[src/hw/rtl/avfc_pkg.sv]
// Shared types, constants and divisor tables for the variogram fit cost block.
// No dependencies.
`timescale 1ns / 1ps

package avfc_pkg;

   localparam int FRAC_BITS   = 16;
   localparam int RATIO_W     = 7 + FRAC_BITS;
   localparam int H_W         = RATIO_W + 1;
   localparam int SQ_W        = 2 * RATIO_W + 1;
   localparam int CNT_W       = RATIO_W - FRAC_BITS + 1;
   localparam int DIV_W       = 34 + FRAC_BITS;
   localparam int SHIFT_PAD   = 8;
   localparam int TERM_SH     = 3 * FRAC_BITS - 32 + SHIFT_PAD;
   localparam int QUEUE_DEPTH = 4;
   localparam int QPTR_W      = $clog2(QUEUE_DEPTH);
   localparam int EXP_TERMS   = 13;
   localparam int SIN_TERMS   = 8;

   localparam logic [30:0]        ONE30     = 31'h4000_0000;
   localparam logic [DIV_W-1:0]   RATIO_CAP = DIV_W'(64) << FRAC_BITS;
   localparam logic [RATIO_W-1:0] RATIO_MAX = RATIO_W'(64) << FRAC_BITS;
   localparam logic [63:0]        RCP_NUM   = 64'hFFFF_FFFF;

   localparam logic [31:0] RANGE_MAJOR_RST = 32'd13107200;
   localparam logic [31:0] RANGE_MINOR_RST = 32'd13107200;
   localparam logic [30:0] ANGLE_RST       = 31'd10737418;
   localparam logic [31:0] SILL_ROOT_RST   = 32'd6553600;

   typedef enum logic [1:0] {
      CSR_RANGE_MAJOR,
      CSR_RANGE_MINOR,
      CSR_ANGLE,
      CSR_SILL_ROOT
   } csr_index_type;

   typedef struct packed {
      logic signed [31:0] lag_x;
      logic signed [31:0] lag_y;
      logic [31:0]        weight;
      logic [31:0]        empirical_gamma;
      logic               last_lag;
   } item_type;

   typedef struct packed {
      logic     valid;
      item_type item;
   } q_head_type;

   typedef struct packed {
      logic             start;
      logic [DIV_W-1:0] dividend;
      logic [31:0]      divisor;
   } div_req_type;

   typedef struct packed {
      logic             done;
      logic [DIV_W-1:0] quotient;
   } div_rsp_type;

   typedef enum logic [5:0] {
      ST_IDLE, ST_X2, ST_SIN_MUL, ST_SIN_DIV, ST_SIN_FIN, ST_COS_MUL, ST_COS_DIV,
      ST_COS_FIN, ST_EXP_MUL, ST_EXP_DIV, ST_EXP_END, ST_UX, ST_UY, ST_RA, ST_RA_W,
      ST_VX, ST_VY, ST_RB, ST_RB_W, ST_SQA, ST_SQB, ST_SQRT, ST_EXPF, ST_EPOW,
      ST_G1, ST_G2, ST_G3, ST_G4, ST_D2, ST_P1, ST_P2, ST_TERM, ST_ACC
   } state_type;

   function automatic logic [8:0] sin_div(input logic [3:0] k);
      logic [8:0] d;
      unique case (k)
         4'd1:    d = 9'd6;
         4'd2:    d = 9'd20;
         4'd3:    d = 9'd42;
         4'd4:    d = 9'd72;
         4'd5:    d = 9'd110;
         4'd6:    d = 9'd156;
         4'd7:    d = 9'd210;
         4'd8:    d = 9'd272;
         default: d = 9'd1;
      endcase
      return d;
   endfunction

   function automatic logic [8:0] cos_div(input logic [3:0] k);
      logic [8:0] d;
      unique case (k)
         4'd2:    d = 9'd12;
         4'd3:    d = 9'd30;
         4'd4:    d = 9'd56;
         4'd5:    d = 9'd90;
         4'd6:    d = 9'd132;
         4'd7:    d = 9'd182;
         4'd8:    d = 9'd240;
         default: d = 9'd1;
      endcase
      return d;
   endfunction

   // floor((2^32 - 1) / d) for each series divisor
   function automatic logic [31:0] sin_rcp(input logic [3:0] k);
      logic [31:0] m;
      unique case (k)
         4'd1:    m = 32'(RCP_NUM / 64'd6);
         4'd2:    m = 32'(RCP_NUM / 64'd20);
         4'd3:    m = 32'(RCP_NUM / 64'd42);
         4'd4:    m = 32'(RCP_NUM / 64'd72);
         4'd5:    m = 32'(RCP_NUM / 64'd110);
         4'd6:    m = 32'(RCP_NUM / 64'd156);
         4'd7:    m = 32'(RCP_NUM / 64'd210);
         4'd8:    m = 32'(RCP_NUM / 64'd272);
         default: m = 32'(RCP_NUM);
      endcase
      return m;
   endfunction

   function automatic logic [31:0] cos_rcp(input logic [3:0] k);
      logic [31:0] m;
      unique case (k)
         4'd2:    m = 32'(RCP_NUM / 64'd12);
         4'd3:    m = 32'(RCP_NUM / 64'd30);
         4'd4:    m = 32'(RCP_NUM / 64'd56);
         4'd5:    m = 32'(RCP_NUM / 64'd90);
         4'd6:    m = 32'(RCP_NUM / 64'd132);
         4'd7:    m = 32'(RCP_NUM / 64'd182);
         4'd8:    m = 32'(RCP_NUM / 64'd240);
         default: m = 32'(RCP_NUM);
      endcase
      return m;
   endfunction

   function automatic logic [31:0] exp_rcp(input logic [3:0] k);
      logic [31:0] m;
      unique case (k)
         4'd2:    m = 32'(RCP_NUM / 64'd2);
         4'd3:    m = 32'(RCP_NUM / 64'd3);
         4'd4:    m = 32'(RCP_NUM / 64'd4);
         4'd5:    m = 32'(RCP_NUM / 64'd5);
         4'd6:    m = 32'(RCP_NUM / 64'd6);
         4'd7:    m = 32'(RCP_NUM / 64'd7);
         4'd8:    m = 32'(RCP_NUM / 64'd8);
         4'd9:    m = 32'(RCP_NUM / 64'd9);
         4'd10:   m = 32'(RCP_NUM / 64'd10);
         4'd11:   m = 32'(RCP_NUM / 64'd11);
         4'd12:   m = 32'(RCP_NUM / 64'd12);
         4'd13:   m = 32'(RCP_NUM / 64'd13);
         default: m = 32'(RCP_NUM);
      endcase
      return m;
   endfunction

endpackage

[src/hw/rtl/avfc_front.sv]
// Input side: takes lag words and holds them in a short queue for the engine.
// Depends on avfc_pkg.
`timescale 1ns / 1ps

module avfc_front (
   input  logic               clock,
   input  logic               reset,
   input  logic               req_valid,
   output logic               req_ready,
   input  logic signed [31:0] req_lag_x,
   input  logic signed [31:0] req_lag_y,
   input  logic [31:0]        req_weight,
   input  logic [31:0]        req_empirical_gamma,
   input  logic               req_last_lag,
   output avfc_pkg::q_head_type q_head,
   input  logic               q_pop
);
   import avfc_pkg::*;

   item_type          mem_ff [QUEUE_DEPTH];
   logic [QPTR_W-1:0] wr_ff, wr_in, rd_ff, rd_in;
   logic [QPTR_W:0]   count_ff, count_in;
   logic              push, pop;
   item_type          word_in;

   assign req_ready    = (count_ff != (QPTR_W+1)'(QUEUE_DEPTH));
   assign push         = req_valid && req_ready;
   assign pop          = q_pop && (count_ff != '0);
   assign q_head.valid = (count_ff != '0);
   assign q_head.item  = mem_ff[rd_ff];

   always_comb begin
      word_in.lag_x           = req_lag_x;
      word_in.lag_y           = req_lag_y;
      word_in.weight          = req_weight;
      word_in.empirical_gamma = req_empirical_gamma;
      word_in.last_lag        = req_last_lag;
      wr_in    = push ? wr_ff + 1'b1 : wr_ff;
      rd_in    = pop ? rd_ff + 1'b1 : rd_ff;
      count_in = count_ff + (QPTR_W+1)'(push) - (QPTR_W+1)'(pop);
   end

   always_ff @(posedge clock) begin
      if (reset) begin
         wr_ff    <= '0;
         rd_ff    <= '0;
         count_ff <= '0;
      end else begin
         wr_ff    <= wr_in;
         rd_ff    <= rd_in;
         count_ff <= count_in;
      end
   end

   always_ff @(posedge clock) begin
      if (push) begin
         mem_ff[wr_ff] <= word_in;
      end
   end

endmodule

[config.mk]
export PLATFORM = sky130hd
export DESIGN_NAME = avfc_front
export DESIGN_NICKNAME = d
export VERILOG_FILES = /design/src/hw/rtl/avfc_pkg.sv /design/src/hw/rtl/avfc_front.sv
export SDC_FILE = /design/constraint.sdc
export NUM_CORES = 1
export LEC_CHECK = 0
export ABC_AREA = 1
export BUFFER_PORTS_ARGS = -buffer_cell sky130_fd_sc_hd__buf_4
export CAP_MARGIN = 5
export CORE_MARGIN = 5
export CORE_UTILIZATION = 62
export CTS_CLUSTER_DIAMETER = 120
export DETAILED_ROUTE_END_ITERATION = 8
export PLACE_DENSITY = 0.9
export SETUP_SLACK_MARGIN = 0.02
export SYNTH_ARGS = -nofsm -noshare
export SYNTH_HDL_FRONTEND = slang
export SYNTH_SLANG_ARGS = --single-unit
[constraint.sdc]
create_clock -name clock -period 17.9 [get_ports clock]
set_input_delay 2.685 -clock clock [delete_from_list [all_inputs] [get_ports clock]]
set_output_delay 2.685 -clock clock [all_outputs]
set_load 0.03 [all_outputs]
==> reports/metrics.yaml, run 1 <==
cts.sinks: 525
drc: 0
postCtsHoldBufs: 0
worst-path-max-fanout: 179
synthTopCellsByArea: "edfxtp_1, nor2_1, o21ai_0, o22ai_1, o21ai_1"
grt_usage_pct: 24.11
synth.top_cell.area_share_pct: 78.99
h-tree-depth: 2
crit_type: "flip-flop to primary output"
die_w_um: 187.9
worst_pin_slew_ps: 1060
grt_pass1_wl_mm: 67.10
fin_tns_setup_ps: 0
ys_types: 19
final.min_clock_period_ps: 6088
cts_made_buffers: 49
grt_max_degree: 180
antenna_found_initial: 0
yosysTopAreaCell: "edfxtp_1"
core_um2: 31390
wire_per_inst_um: 22.13
initial_utilization_pct: 62.48
synth_seq_cells: 525
synthToLayoutAreaGrowth_pct: 17.92
finalMaxSlewViolations: 0
dr_wl_met3_mm: 4.416
hp-class: "flip-flop to flip-flop"
status: "completed"
relSlewSlack_pct: 29.36
peakVddDrop_mv: 0.1150
grt_setup_unrepaired: "no"
dieArea_um2: 35300
drt_iter0_drc: 1355
wl_met2_mm: 22.55
holdWs_ps: 516.3
rows: 65
clock_latency_ps: 540
cp_data_required_time_ps: 15210
cts_resized: 0
finalHoldViolations: 0
clk_path_buf_depth: 3
netlist_area_um2: 19620
dr.pass1.iters: 5
dp_hpwl_mm: 24.71
cp.arrival_ps: 3400
routed_wl_mm: 43.98
clk_pin_slew_ps: 60
vias: 11990
post_dp_cell_area_um2: 21670
routed.top_layer: "met4"
synth_edf_count: 516
powerDensity_nw_per_um2: 151.9
place.gp.congestion: 0.7883
fin_nets: 1695
leakagePower_nw: 8.063
antennaDiodeCount: 0
synthArstFlopShare_pct: 0
wl_met1_mm: 16.02
ioPinCount: 264
vias_per_cell: 6.032
clock-root-buffer: "clkbuf_16"
cts_tree: "yes"
netlist_top_cells_count: "edfxtp_1, nor2_1, o21ai_0"
ys_warn_count: 0
maxCapViolations: 0
grt_pass1_vias: 12250
port-buffer-count: 263
cp-end-kind: "primary output"
die_h_um: 187.9
finClkSkew_ps: 11.64
grt_overflow: 0
drive_gt1_share_pct: 21.64
netlist_instances: 1312
ys_dominant_reg_cell: "edfxtp_1"
post_cts_buffers: 0
synth_nets: 1452
synth_most_common_cell: "edfxtp_1"
setup_violations: 0
final_area_um2: 23130
ant_nets: 0
avgSynthCellArea_um2: 14.95
timing.final.crit_share_pct: 34.01
ys_seq_area_share_pct: 79.91
cp-start-kind: "flip-flop"
fmax_mhz: 164.3
## final cells by class
class                      instances  area [um2]
clock inverter                    21       193.9
timing repair buffer             276        2072
multi-input combinational        687        3341
fill                            1826        8263
tap                              402       503.0
clock buffer                      60        1267
sequential                       525       15680
inverter                          16       70.07
## cells in the final DEF (no fill, tap or decap)
| cell | netlist | final |
|---|---|---|
| a21boi_0 | 2 | 2 |
| clkinv_2 | 0 | 5 |
| o21ai_1 | 94 | 94 |
| inv_4 | 1 | 1 |
| bufinv_16 | 0 | 4 |
| inv_1 | 15 | 14 |
| inv_8 | 0 | 1 |
| edfxtp_1 | 516 | 516 |
| clkinv_1 | 0 | 11 |
| nor2_4 | 0 | 4 |
| dfxtp_1 | 9 | 7 |
| clkbuf_16 | 0 | 49 |
| o21ai_0 | 165 | 165 |
| clkinvlp_4 | 0 | 1 |
| ha_1 | 6 | 6 |
| nand2_1 | 12 | 12 |
| a21oi_1 | 4 | 4 |
| nand3_1 | 3 | 3 |
| fa_1 | 1 | 1 |
| clkbuf_1 | 33 | 11 |
| buf_4 | 15 | 276 |
| dfxtp_4 | 0 | 2 |
| o22ai_1 | 129 | 129 |
| nor2_1 | 271 | 267 |
## state kept, by name, summed over array words and instances, names as in the netlist, named ones only
name / cells
wr_ff: 2
mem_ff: 516
count_ff: 3
rd_ff: 2
## critical path: stages (launching register included)
cell and delay, ps:
dfxtp_4 570, inv_8 770, buf_4 800, o21ai_0 230, o22ai_1 250, buf_4 210
## through the flow
step | total power [mW] | cells | utilization (%) | setup WS [ps]
finish | 3.512 | 1987 | 73.68 | 11810
global route | 3.653 | 1987 | 73.68 | 11560
CTS | 3.528 | 1987 | 73.68 | 11740
detailed placement | 2.567 | 1906 | 69.02 | 12400
global placement | 2.531 | 1906 | 69.02 | 12520
floorplan | 2.233 | 1312 | - | 9097
## logic make-up after synthesis
group | after synthesis | synth area share [%]
buf+inv | 100 | 3.209
fa+ha+maj | 7 | 0.4848
simple gates | 286 | 5.492
compound gates | 394 | 10.90
flops | 525 | 79.91
## metal layers
metal	global-route usage [%]	vias to the layer above
li1	-	5439
met1	30.14	5863
met2	42.38	614
met3	6.571	69
met4	5.901	0
met5	0	-
## path summary, 6_finish.rpt
path                                   to              startpoint  cells after the start  slack (ps)
setup / recovery               q_head[22]               flip-flop                      5       11810
hold / removal                  flip-flop   rd_ff[0]$_SDFFE_PP0P_                      2         520
setup reg to reg  mem_ff[2][15]$_DFFE_PP_  count_ff[1]$_SDFF_PP0_                      6       14660
hold reg to reg                 flip-flop   rd_ff[0]$_SDFFE_PP0P_                      2         520
## power breakdown
| part | internal [mW] | leakage, nW | switching, mW |
|---|---|---|---|
| logic | 0.299 | 2.55 | 0.697 |
| registers | 1.50 | 4.80 | 0.0521 |
| clock network | 0.555 | 0.710 | 0.410 |
| total | 2.35 | 8.06 | 1.16 |
Power figures use the tool's default switching activity.
==> inputs of run 2 (changes only) <==
- CORE_UTILIZATION: 62 -> 52
- PLACE_DENSITY: 0.9 -> 0.81
- clock period: 17.9 -> 5.1 ns (I/O delays scaled with it)
==> reports/metrics.yaml, run 2 (synthesis results as in run 1) <==
cpMaxStageDelayCell: "inv_4"
cts_made_buffers: 50
powerDensity_nw_per_um2: 529.3
routed_wl_mm: 42.81
dp_hpwl_mm: 24.54
drive_gt1_share_pct: 22.22
cp_cell_sequence: "inv_4 -> buf_12 -> o21ai_0 -> o22ai_1 -> buf_4"
grt_max_degree: 176
cts.sinks: 525
cp-start-kind: "flip-flop"
ioPinCount: 264
layout_common_cells: "edfxtp_1, buf_4, nor2_1"
intPower_mw: 8.315
status: "completed"
grt_overflow: 0
postCtsHoldBufs: 0
timing.final.crit_share_pct: 71.14
post_dp_cell_area_um2: 21890
drt_iter0_drc: 847
cp_data_required_time_ps: 4340
clkPwrFrac_pct: 28.1
vias: 11830
leakagePower_nw: 8.141
peakVddDrop_mv: 0.4889
finalHoldViolations: 0
clk_pin_slew_ps: 60
grt_setup_unrepaired: "no"
crit_type: "flip-flop to primary output"
finalMaxSlewViolations: 0
fill_cells: 2727
h-tree-depth: 2
initial_utilization_pct: 52.32
hp-class: "input port to flip-flop"
post_cts_buffers: 0
p_sw_share_pct: 32.96
vias_per_cell: 5.605
relSlewSlack_pct: 29.48
wire_per_inst_um: 20.29
synthToLayoutAreaGrowth_pct: 19.46
place.gp.congestion: 0.7177
setup_violations: 0
clk_path_buf_depth: 3
top_register: "mem_ff"
die_w_um: 204.2
fin_nets: 1701
port-buffer-count: 263
finClkSkew_ps: 10.90
utilization_pct: 62.50
ant_nets: 0
worst_pin_slew_ps: 1058
drc: 0
clock_latency_ps: 580
fmax_mhz: 275.6
cts_tree: "yes"
comb_power_share_pct: 28.5
largest_reg_flops: 516
core_um2: 37490
cp-end-kind: "primary output"
final.min_clock_period_ps: 3628
clock-root-buffer: "clkbuf_16"
cpPeakStageDelay_ps: 620
cp_num_buf_inv: 3
seq_power_share_pct: 43.5
rows: 71
largestRegisters: "mem_ff (516), count_ff (3)"
antenna_found_initial: 3
grt_usage_pct: 19.94
grt_pass1_wl_mm: 65.08
cp_top_family: "buffers and inverters"
net-switching-power_mw: 4.087
dieArea_um2: 41710
dr.pass1.iters: 7
maxCapViolations: 0
final_area_um2: 23430
mostFrequentLayoutCell: "edfxtp_1"
die_h_um: 204.2
grt_pass1_vias: 11880
cts_resized: 0
worst-path-max-fanout: 67
cp.arrival_ps: 2860
[run 2: routing by layer]
metal | share of wire [%] | track usage, %
met1 | 39 | 25.84
met2 | 49 | 33.29
met3 | 9.9 | 5.966
met4 | 2.0 | 5.336
met5 | 0.049 | 0
[run 2: final cells by class]
type / count / area (um2) / share of cell area, %
antenna: 1 / 2.502 / 0.01068
sequential: 525 / 15680 / 66.93
inverter: 16 / 70.07 / 0.2990
timing repair buffer: 281 / 2160 / 9.217
clock inverter: 24 / 165.2 / 0.7049
multi-input combinational: 687 / 3341 / 14.26
clock buffer: 65 / 1371 / 5.853
tap: 511 / 639.4 / 2.729
[run 2: path summary, 6_finish.rpt]
path              slack, ps                 endpoint  cells past startpoint                    from
hold reg to reg         470                flip-flop                      2   rd_ff[0]$_SDFFE_PP0P_
setup reg to reg       2430  mem_ff[3][54]$_DFFE_PP_                      5  count_ff[1]$_SDFF_PP0_
hold / removal          360   count_ff[1]$_SDFF_PP0_                      2                   reset
setup / recovery       1470               q_head[20]                      5               flip-flop
[run 2: per-stage QoR]
stage / power [mW] / hold slack, ps / std cells / TNS, ps / setup WS [ps]
6_report: 12.40 / 362.7 / 2110 / 0 / 1472
5_1_grt: 12.93 / 339.6 / 2110 / 0 / 1272
4_1_cts: 12.51 / 318.8 / 2109 / 0 / 1399
3_5_place_dp: 9.041 / 468.1 / 2020 / 0 / 2047
3_3_place_gp: 8.947 / 468.0 / 2020 / 0 / 2042
2_1_floorplan: 7.838 / 448.1 / 1312 / -957960 / -1857
[run 2: power by group through the flow]
| stage | combinational [mW] | sequential, mW | clock (mW) |
|---|---|---|---|
| 5_1_grt | 3.78 | 5.42 | 3.73 |
| 2_1_floorplan | 2.32 | 5.52 | 0 |
| 6_report | 3.53 | 5.39 | 3.48 |
| 3_3_place_gp | 3.48 | 5.46 | 0 |
| 4_1_cts | 3.57 | 5.40 | 3.55 |
| 3_5_place_dp | 3.56 | 5.48 | 0 |
